<file path="src/hw/rtl/lkc_pkg.sv">
package lkc_pkg;

  // Field widths of one beat.
  localparam int unsigned DATA_W  = 8;
  localparam int unsigned SEED_W  = 32;
  localparam int unsigned STATE_W = 31;
  localparam int unsigned MUL_W   = 15;
  localparam int unsigned PROD_W  = SEED_W + MUL_W;
  localparam int unsigned FOLD_W  = PROD_W - STATE_W;

  // Lehmer generator constants: multiplier and Mersenne prime modulus.
  localparam logic [MUL_W-1:0]   LEHMER_MUL = 15'd16807;
  localparam logic [STATE_W-1:0] LEHMER_MOD = 31'h7FFF_FFFF;

  // Configuration port.
  localparam int unsigned CFG_IDX_W  = 2;
  localparam int unsigned CFG_DATA_W = SEED_W;

  typedef enum logic [CFG_IDX_W-1:0] {
    CFG_SEED = 2'd0,
    CFG_MODE = 2'd1
  } cfg_idx_t;

  // Mode register codes.
  localparam logic MODE_ENCRYPT = 1'b0;
  localparam logic MODE_DECRYPT = 1'b1;

  // One result beat as it is queued for the output side.
  typedef struct packed {
    logic [DATA_W-1:0] result_byte;
    logic              last_out;
  } result_t;

endpackage

</file>
<file path="src/hw/rtl/lkc_keygen.sv">
module lkc_keygen
  import lkc_pkg::*;
(
  input  logic                clk,
  input  logic                rst,
  input  logic                step,
  input  logic                last,
  input  logic [SEED_W-1:0]   seed,
  output logic [DATA_W-1:0]   key
);

  logic [STATE_W-1:0] gen_state;
  logic               string_start;
  logic [SEED_W-1:0]  prev;
  logic [PROD_W-1:0]  prod;
  logic [SEED_W-1:0]  fold_sum;
  logic [STATE_W-1:0] state_next;

  // A string starts from the seed, otherwise from the stored state.
  assign prev = string_start ? seed : {1'b0, gen_state};

  // Constant multiply, then the Mersenne fold: high bits are added back in.
  assign prod     = PROD_W'(prev) * PROD_W'(LEHMER_MUL);
  assign fold_sum = SEED_W'(prod[STATE_W-1:0]) + SEED_W'(prod[PROD_W-1:STATE_W]);

  // The folded sum stays below twice the modulus, so one subtraction finishes.
  always_comb begin
    if (fold_sum >= SEED_W'(LEHMER_MOD)) begin
      state_next = STATE_W'(fold_sum - SEED_W'(LEHMER_MOD));
    end else begin
      state_next = fold_sum[STATE_W-1:0];
    end
  end

  assign key = state_next[DATA_W-1:0];

  // Generator state advances once per accepted beat.
  always_ff @(posedge clk) begin
    if (rst) begin
      gen_state    <= '0;
      string_start <= 1'b1;
    end else if (step) begin
      gen_state    <= state_next;
      string_start <= last;
    end
  end

endmodule

</file>
<file path="src/hw/rtl/lkc_out_queue.sv">
module lkc_out_queue
  import lkc_pkg::*;
(
  input  logic    clk,
  input  logic    rst,
  input  logic    push,
  input  result_t push_data,
  output logic    full,
  output logic    out_valid,
  input  logic    out_stall,
  output result_t out_data
);

  result_t    entries [2];
  logic       wr_ptr;
  logic       rd_ptr;
  logic [1:0] count;
  logic       pop;

  // Two entries let the input side keep going while a result waits.
  assign full      = count[1];
  assign out_valid = (count != 2'd0);
  assign pop       = out_valid && !out_stall;
  assign out_data  = entries[rd_ptr];

  // Storage for queued beats.
  always_ff @(posedge clk) begin
    if (push) begin
      entries[wr_ptr] <= push_data;
    end
  end

  // Pointers and fill count.
  always_ff @(posedge clk) begin
    if (rst) begin
      wr_ptr <= 1'b0;
      rd_ptr <= 1'b0;
      count  <= 2'd0;
    end else begin
      if (push) begin
        wr_ptr <= !wr_ptr;
      end
      if (pop) begin
        rd_ptr <= !rd_ptr;
      end
      if (push && !pop) begin
        count <= count + 2'd1;
      end else if (pop && !push) begin
        count <= count - 2'd1;
      end
    end
  end

endmodule

</file>
<file path="src/hw/rtl/lehmer_keystream_byte_cipher.sv">
// Byte stream cipher with a MINSTD Lehmer keystream (x * 16807 mod 2^31-1).
// Each input beat carries one byte; the generator steps once per byte and
// its low 8 bits are added to the byte (mode 0) or subtracted from it
// (mode 1), modulo 256. The first byte of a string, and the byte after any
// beat with last_in set, restarts the generator from the seed register.
// One byte is accepted every cycle while in_stall is low: the generator
// multiply and fold are combinational, and each result is registered.
// A two-entry output queue absorbs output stalls; in_stall rises only when
// both entries are full. Write seed and mode only while no beat is in flight.
module lehmer_keystream_byte_cipher
  import lkc_pkg::*;
(
  input  logic                  clk,
  input  logic                  rst,
  // Configuration writes
  input  logic                  cfg_we,
  input  logic [CFG_IDX_W-1:0]  cfg_index,
  input  logic [CFG_DATA_W-1:0] cfg_data,
  // Input beats
  input  logic                  in_valid,
  output logic                  in_stall,
  input  logic [DATA_W-1:0]     data_byte,
  input  logic                  last_in,
  // Result beats
  output logic                  out_valid,
  input  logic                  out_stall,
  output logic [DATA_W-1:0]     result_byte,
  output logic                  last_out
);

  logic [SEED_W-1:0] seed;
  logic              mode;
  logic              accept;
  logic              full;
  logic [DATA_W-1:0] key;
  result_t           res;
  result_t           head;

  // Configuration registers; writes to unknown indexes are dropped.
  always_ff @(posedge clk) begin
    if (rst) begin
      seed <= SEED_W'(1);
      mode <= MODE_ENCRYPT;
    end else if (cfg_we) begin
      unique case (cfg_idx_t'(cfg_index))
        CFG_SEED: seed <= cfg_data;
        CFG_MODE: mode <= cfg_data[0];
        default: ;
      endcase
    end
  end

  assign in_stall = full;
  assign accept   = in_valid && !full;

  lkc_keygen u_keygen (
    .clk  (clk),
    .rst  (rst),
    .step (accept),
    .last (last_in),
    .seed (seed),
    .key  (key)
  );

  // Combine the byte with its key byte.
  always_comb begin
    if (mode == MODE_DECRYPT) begin
      res.result_byte = data_byte - key;
    end else begin
      res.result_byte = data_byte + key;
    end
    res.last_out = last_in;
  end

  lkc_out_queue u_out_queue (
    .clk       (clk),
    .rst       (rst),
    .push      (accept),
    .push_data (res),
    .full      (full),
    .out_valid (out_valid),
    .out_stall (out_stall),
    .out_data  (head)
  );

  assign result_byte = head.result_byte;
  assign last_out    = head.last_out;

endmodule
</file>
<file path="config.mk">
export PLATFORM = sky130hd
export DESIGN_NAME = lehmer_keystream_byte_cipher
export DESIGN_NICKNAME = d
export VERILOG_FILES = /design/src/hw/rtl/lkc_pkg.sv /design/src/hw/rtl/lkc_keygen.sv /design/src/hw/rtl/lkc_out_queue.sv /design/src/hw/rtl/lehmer_keystream_byte_cipher.sv
export SDC_FILE = /design/constraint.sdc
export NUM_CORES = 1
export LEC_CHECK = 0
export ABC_CLOCK_PERIOD_IN_PS = 32400
export BUFFER_PORTS_ARGS = -buffer_cell sky130_fd_sc_hd__buf_2
export CAP_MARGIN = 20
export CORE_UTILIZATION = 46
export DETAILED_ROUTE_END_ITERATION = 16
export RECOVER_POWER = 25
export SYNTH_ARGS = -nofsm -noshare
export SYNTH_HDL_FRONTEND = slang
export SYNTH_HIERARCHICAL = 1
export SYNTH_SLANG_ARGS = --single-unit
</file>
<file path="constraint.sdc">
create_clock -name clk -period 32.4 [get_ports clk]
set_input_delay 4.86 -clock clk [delete_from_list [all_inputs] [get_ports clk]]
set_output_delay 4.86 -clock clk [all_outputs]
set_load 0.1 [all_outputs]
</file>
==> results of run 1 <==
-- sequential cells by signal, indices dropped and copies added, names as in the netlist, named ones only --
signal and count:
u_out_queue/wr_ptr 1, u_out_queue/count 2, u_keygen/string_start 1, u_out_queue/entries 18, u_keygen/gen_state 31, u_out_queue/rd_ptr 1
seed 32, mode 1
-- worst min-delay path: cells and delay by family, from the launching register on --
family / cells / cell delay, ps
flops: 1 / 320
simple gates: 1 / 50
compound gates: 1 / 50
-- metrics by stage --
step | hold slack, ps | worst slack [ps] | utilization (%) | std cells
finish | 454 | 18530 | 49.8 | 2007
global route | 480 | 17500 | 49.8 | 2007
CTS | 456 | 18550 | 49.7 | 2006
detailed placement | 441 | 18650 | 48.7 | 1990
global placement | 444 | 18970 | 48.7 | 1990
floorplan | 424 | 20350 | - | 1584
-- layout by cell type, fill, tap and decap left out, types with 13 or more instances in the layout --
master,count
ha_1,212
mux2i_1,30
o31ai_1,16
dfxtp_1,69
nand4_1,13
nand2_1,142
edfxtp_1,18
inv_1,307
fa_1,140
nor2_1,60
a311oi_1,14
a21o_1,23
nand3_1,31
mux2_2,14
buf_2,57
xnor2_1,52
nor3_1,18
a21oi_1,104
a211oi_1,13
xor2_1,33
and3_1,13
o21ai_0,35
-- per-layer routing --
layer	share of wire, %	GRT usage [%]
met1	47	35.0
met2	45	39.8
met3	5.4	3.14
met4	2.3	7.21
met5	0	0
-- final timing paths --
path	from	end	slack [ps]
worst max-delay path	u_keygen/string_start	u_out_queue/entries[1][8]	18530
worst min-delay path	u_keygen/gen_state[23]	u_keygen/gen_state[23]	450
worst max register to register	u_keygen/string_start	u_out_queue/entries[1][8]	18530
worst min register to register	u_keygen/gen_state[23]	u_keygen/gen_state[23]	450
-- final cells by class --
cell class	instances	area (sq um)	share of cell area, %
Sequential cell	88	1940	13.2
Inverter	308	1160	7.84
Timing Repair Buffer	64	350	2.37
Multi-Input combinational cell	1141	10500	71.3
Tap cell	390	488	3.31
Clock inverter	6	67.6	0.458
Clock buffer	10	229	1.55
-- logic make-up (layout without fill, tap and decap cells) --
family | count (synthesis) | count (layout)
AO/OA/AOI/OAI | 297 | 297
XOR/XNOR | 87 | 87
adder cells (fa/ha/maj) | 352 | 352
buffers and inverters | 355 | 388
flip-flops | 88 | 88
multiplexers | 45 | 45
AND/OR/NAND/NOR | 360 | 360
==> out/qor.yml, run 1 <==
clock_network:
  clock-root-buffer: "clkbuf_16"
  ctsHoldBuffers: 0
  numClockSinks: 88
  cts_buffer_depth: 2
  clkTransAtPathRegs_ps: 70
  post_cts_resized: 0
  post-cts-setup-buffer-count: 0
  htreeDepth: 3
  numCtsBuffers: 9
  insertion_delay_ps: 350
  cts_tree: "done"
route:
  drt-vias-per-instance: 5.49
  first_pass_iters: 11
  drc: 2
  wl_per_cell_um: 18.2
  dr.first_iter.drc_count: 767
  vias: 11000
  ant_nets: 0
  wirelength_um: 36500
worst_hold_path:
  min_path_cells: 2
  hp-class: "reg -> reg"
logic_synthesis:
  synth-edff-count: 18
  synth-warning-count: 6
  synthAdderAreaFrac_pct: 39.4
  synth_top_family_by_area: "adder cells"
  ys_async_sr_fraction_pct: 0
  synthSimpleGateAreaFrac_pct: 12.9
  synth.top_cell.area_share_pct: 20.2
  yosys-top-cells-area: "fa_1 (20%), ha_1 (19%), dfxtp_1 (10%)"
  synth_compound_area_share_pct: 14.5
  yosys_most_used_dff: "dfxtp_1"
  ys_ff_latch: 88
  synthCells: 1584
  syn_avg_cell_area_sq_um: 8.74
  syn-num-nets: 1984
  synth_seq_area_share_pct: 14.0
  synth_xor_xnor_area_share_pct: 5.61
  yosysUniqueCellTypes: 92
  yosysTopAreaCell: "fa_1"
  synth_most_common_cell: "inv_1"
  synth_mux_area_share_pct: 3.47
  synth_common_cells: "inv_1 (307), ha_1 (212), nand2_1 (142), fa_1 (140), a21oi_1 (104)"
  syn_area_sq_um: 13800
floorplanning:
  die_w_um: 175
  start_util_pct: 46.7
  num_io_pins: 59
  core_area_sq_um: 29600
  die_h_um: 175
  rows: 63
  dieArea_sq_um: 30800
global_routing:
  grt_pass1_vias: 11100
  antenna_found_initial: 0
  grt_pass1_wl_um: 59200
  grtUsageTotal_pct: 24.8
  grt_max_degree: 68
  grt-ovfl-total: 0
placed_design:
  routabilityCongestion: 0.914
  post-dp-hpwl_um: 31300
  port_buffers: 58
  dpl_cell_area_sq_um: 14400
timing:
  min_period_ps: 13870
  max_slew_margin_pct: -104
  setup_tns_ps: 0
  worstMarginPinSlew_ps: 3070
  hold_violations: 0
  setup_violations: 0
  max_freq_ghz: 0.0721
  rsz0062_at_grt: "no"
  slew_violations: 68
  clock-skew-final_ps: 12.2
  timing.final.crit_share_pct: 42.8
critical_path:
  cpMaxStageDelayCell: "dfxtp_2"
  critPathBufInv: 6
  r2r.worst_path.cells: 44
  cp.depth: 44
  critPathTopFamily: "compound AO/OA/AOI/OAI gates"
  timing.critical_path.mode_cell: "ha_1"
  cpPeakStageDelay_ps: 1030
  endpoint_kind: "flop"
  worst-path-max-fanout: 33
  worstSetupPathType: "reg -> reg"
  arrival_ps: 13960
  crit_path_start_kind: "flop"
  required_ps: 32490
finish:
  n_fill_cell: 2863
  fin_area_sq_um: 14800
  syn2layout_area_growth_pct: 6.59
  drive_gt1_share_pct: 7.48
  nets: 2012
  num_antenna_cells: 0
outcome:
  run_status: "finished with violations"
  violations: "DRC, capacitance limit, slew limit"
job:
  cap_violations: 1
Power of run 1 is left out: the tool's default activity adds up to more than one toggle a clock period on the data nets, which glitch-free logic cannot reach.
==> run 2, diff against run 1 <==
--- a/config.mk
+++ b/config.mk
@@ -5,7 +5,7 @@
 export SDC_FILE = /design/constraint.sdc
 export NUM_CORES = 1
 export LEC_CHECK = 0
-export ABC_CLOCK_PERIOD_IN_PS = 32400
+export ABC_CLOCK_PERIOD_IN_PS = 14000
 export BUFFER_PORTS_ARGS = -buffer_cell sky130_fd_sc_hd__buf_2
 export CAP_MARGIN = 20
 export CORE_UTILIZATION = 46
==> constraint.sdc (replaced) <==
create_clock -name clk -period 14 [get_ports clk]
set_input_delay 2.1 -clock clk [delete_from_list [all_inputs] [get_ports clk]]
set_output_delay 2.1 -clock clk [all_outputs]
set_load 0.1 [all_outputs]
==> out/qor.yml, run 2 (synthesis gave the netlist of run 1 again) <==
timing:
  worstMarginPinSlew_ps: 3010
  hold_violations: 0
  setup_violations: 0
  rsz0062_at_grt: "no"
  max_freq_ghz: 0.0765
  min_period_ps: 13070
  slew_violations: 68
  clock-skew-final_ps: 14.6
  timing.final.crit_share_pct: 93.4
  setup_ws_ps: 926
  max_slew_margin_pct: -100
  setup_tns_ps: 0
critical_path:
  endpoint_kind: "flop"
  worst-path-max-fanout: 18
  timing.critical_path.mode_cell: "inv_1"
  critPathTopFamily: "compound AO/OA/AOI/OAI gates"
  crit_path_start_kind: "flop"
  worstSetupPathType: "reg -> reg"
  cpMaxStageDelayCell: "dfxtp_2"
  required_ps: 14090
  critPathBufInv: 7
  cpPeakStageDelay_ps: 640
  arrival_ps: 13160
route:
  wl_met1_um: 17200
  first_pass_iters: 12
  highest_layer: "met4"
  wl_per_cell_um: 17.8
  vias: 11000
  met3_length_um: 1380
  drt-vias-per-instance: 5.49
  route.met2.wl_um: 16500
  drc: 2
  wirelength_um: 35900
  dr.first_iter.drc_count: 736
  ant_nets: 0
finish:
  num_antenna_cells: 0
  drive_gt1_share_pct: 8.07
  final_cell_mix: "inv_1 (307), ha_1 (212), nand2_1 (142), fa_1 (140), a21oi_1 (104)"
  largest_reg_flops: 32
  layout_commonest_cell: "inv_1"
  regMostFlops: "seed"
  nets: 2019
  top_regs: "seed x32, u_keygen/gen_state x31, u_out_queue/entries x18"
  syn2layout_area_growth_pct: 7.16
clock_network:
  cts_tree: "done"
  clock-root-buffer: "clkbuf_16"
  cts_buffer_depth: 2
  numClockSinks: 88
  insertion_delay_ps: 350
  ctsHoldBuffers: 0
  numCtsBuffers: 9
  clkTransAtPathRegs_ps: 70
  htreeDepth: 3
job:
  cap_violations: 1
global_routing:
  antenna_found_initial: 0
  grt_pass1_wl_um: 58900
  grt_max_degree: 68
  grt-ovfl-total: 0
  grtUsageTotal_pct: 24.4
  grt_pass1_vias: 11100
placed_design:
  place_ws_ps: 717
  post-dp-hpwl_um: 30800
  routabilityCongestion: 0.957
  port_buffers: 58
floorplanning:
  dieArea_sq_um: 30800
  start_util_pct: 46.7
  num_io_pins: 59
  die_w_um: 175
  core_area_sq_um: 29600
  rows: 63
  die_h_um: 175
outcome:
  violations: "DRC, capacitance limit, slew limit"
  run_status: "finished with violations"
worst_hold_path:
  hp-class: "reg -> reg"
-- run 2: cell count changes in the layout (fill, tap and decap cells not counted), moves of 2 or more --
cell / change
buf_4: +7
clkinv_4: +3
inv_6: -2
mux2i_1: -2
mux2i_2: +2
-- run 2: path summary, 6_finish.rpt --
check                              from  cells after the start  slack (ps)                        end
hold / removal                  seed[5]                      2         460                    seed[5]
hold reg to reg                 seed[5]                      2         460                    seed[5]
setup / recovery  u_keygen/string_start                     47         930  u_out_queue/entries[0][8]
setup reg to reg  u_keygen/string_start                     47         930  u_out_queue/entries[0][8]
-- run 2: metrics by stage --
stage | hold WS, ps | cell area [sq um] | instances | utilization [%]
6_report | 458 | 14800 | 2014 | 50.1
5_1_grt | 485 | 14800 | 2014 | 50.1
4_1_cts | 458 | 14800 | 2013 | 49.9
3_5_place_dp | 443 | 14500 | 1997 | 48.9
3_3_place_gp | 438 | 14500 | 1997 | 48.9
2_1_floorplan | 424 | 13800 | 1584 | -
-- run 2: worst register-to-register path, delay by kind of cell (launching register included) --
kind	cells	cell delay, ps
simple gates	7	950
flops	1	640
buf+inv	7	800
xor+xnor	3	540
fa+ha+maj	10	4080
mux	2	690
compound gates	18	5120
-- run 2: layout make-up --
cell class | count | area (sq um)
fillers | 2848 | 14800
multi-input cells | 1141 | 10500
flip-flops and latches | 88 | 1940
inverters | 308 | 1160
well taps | 390 | 488
repair buffers | 71 | 403
clock buffers | 9 | 225
clock inverters | 7 | 83.8
-- run 2: layer usage --
layer  up-vias  track usage, %
li1       5388               -
met1      5368            34.6
met2       251            40.3
met3        42            1.88
met4         0            6.09
met5         -               0
-- run 2: timing repair --
item,CTS,global route
gates resized for setup,0,4
setup endpoints to repair,0,8
buffers inserted,0,0
Power of run 2 is left out for the same reason.
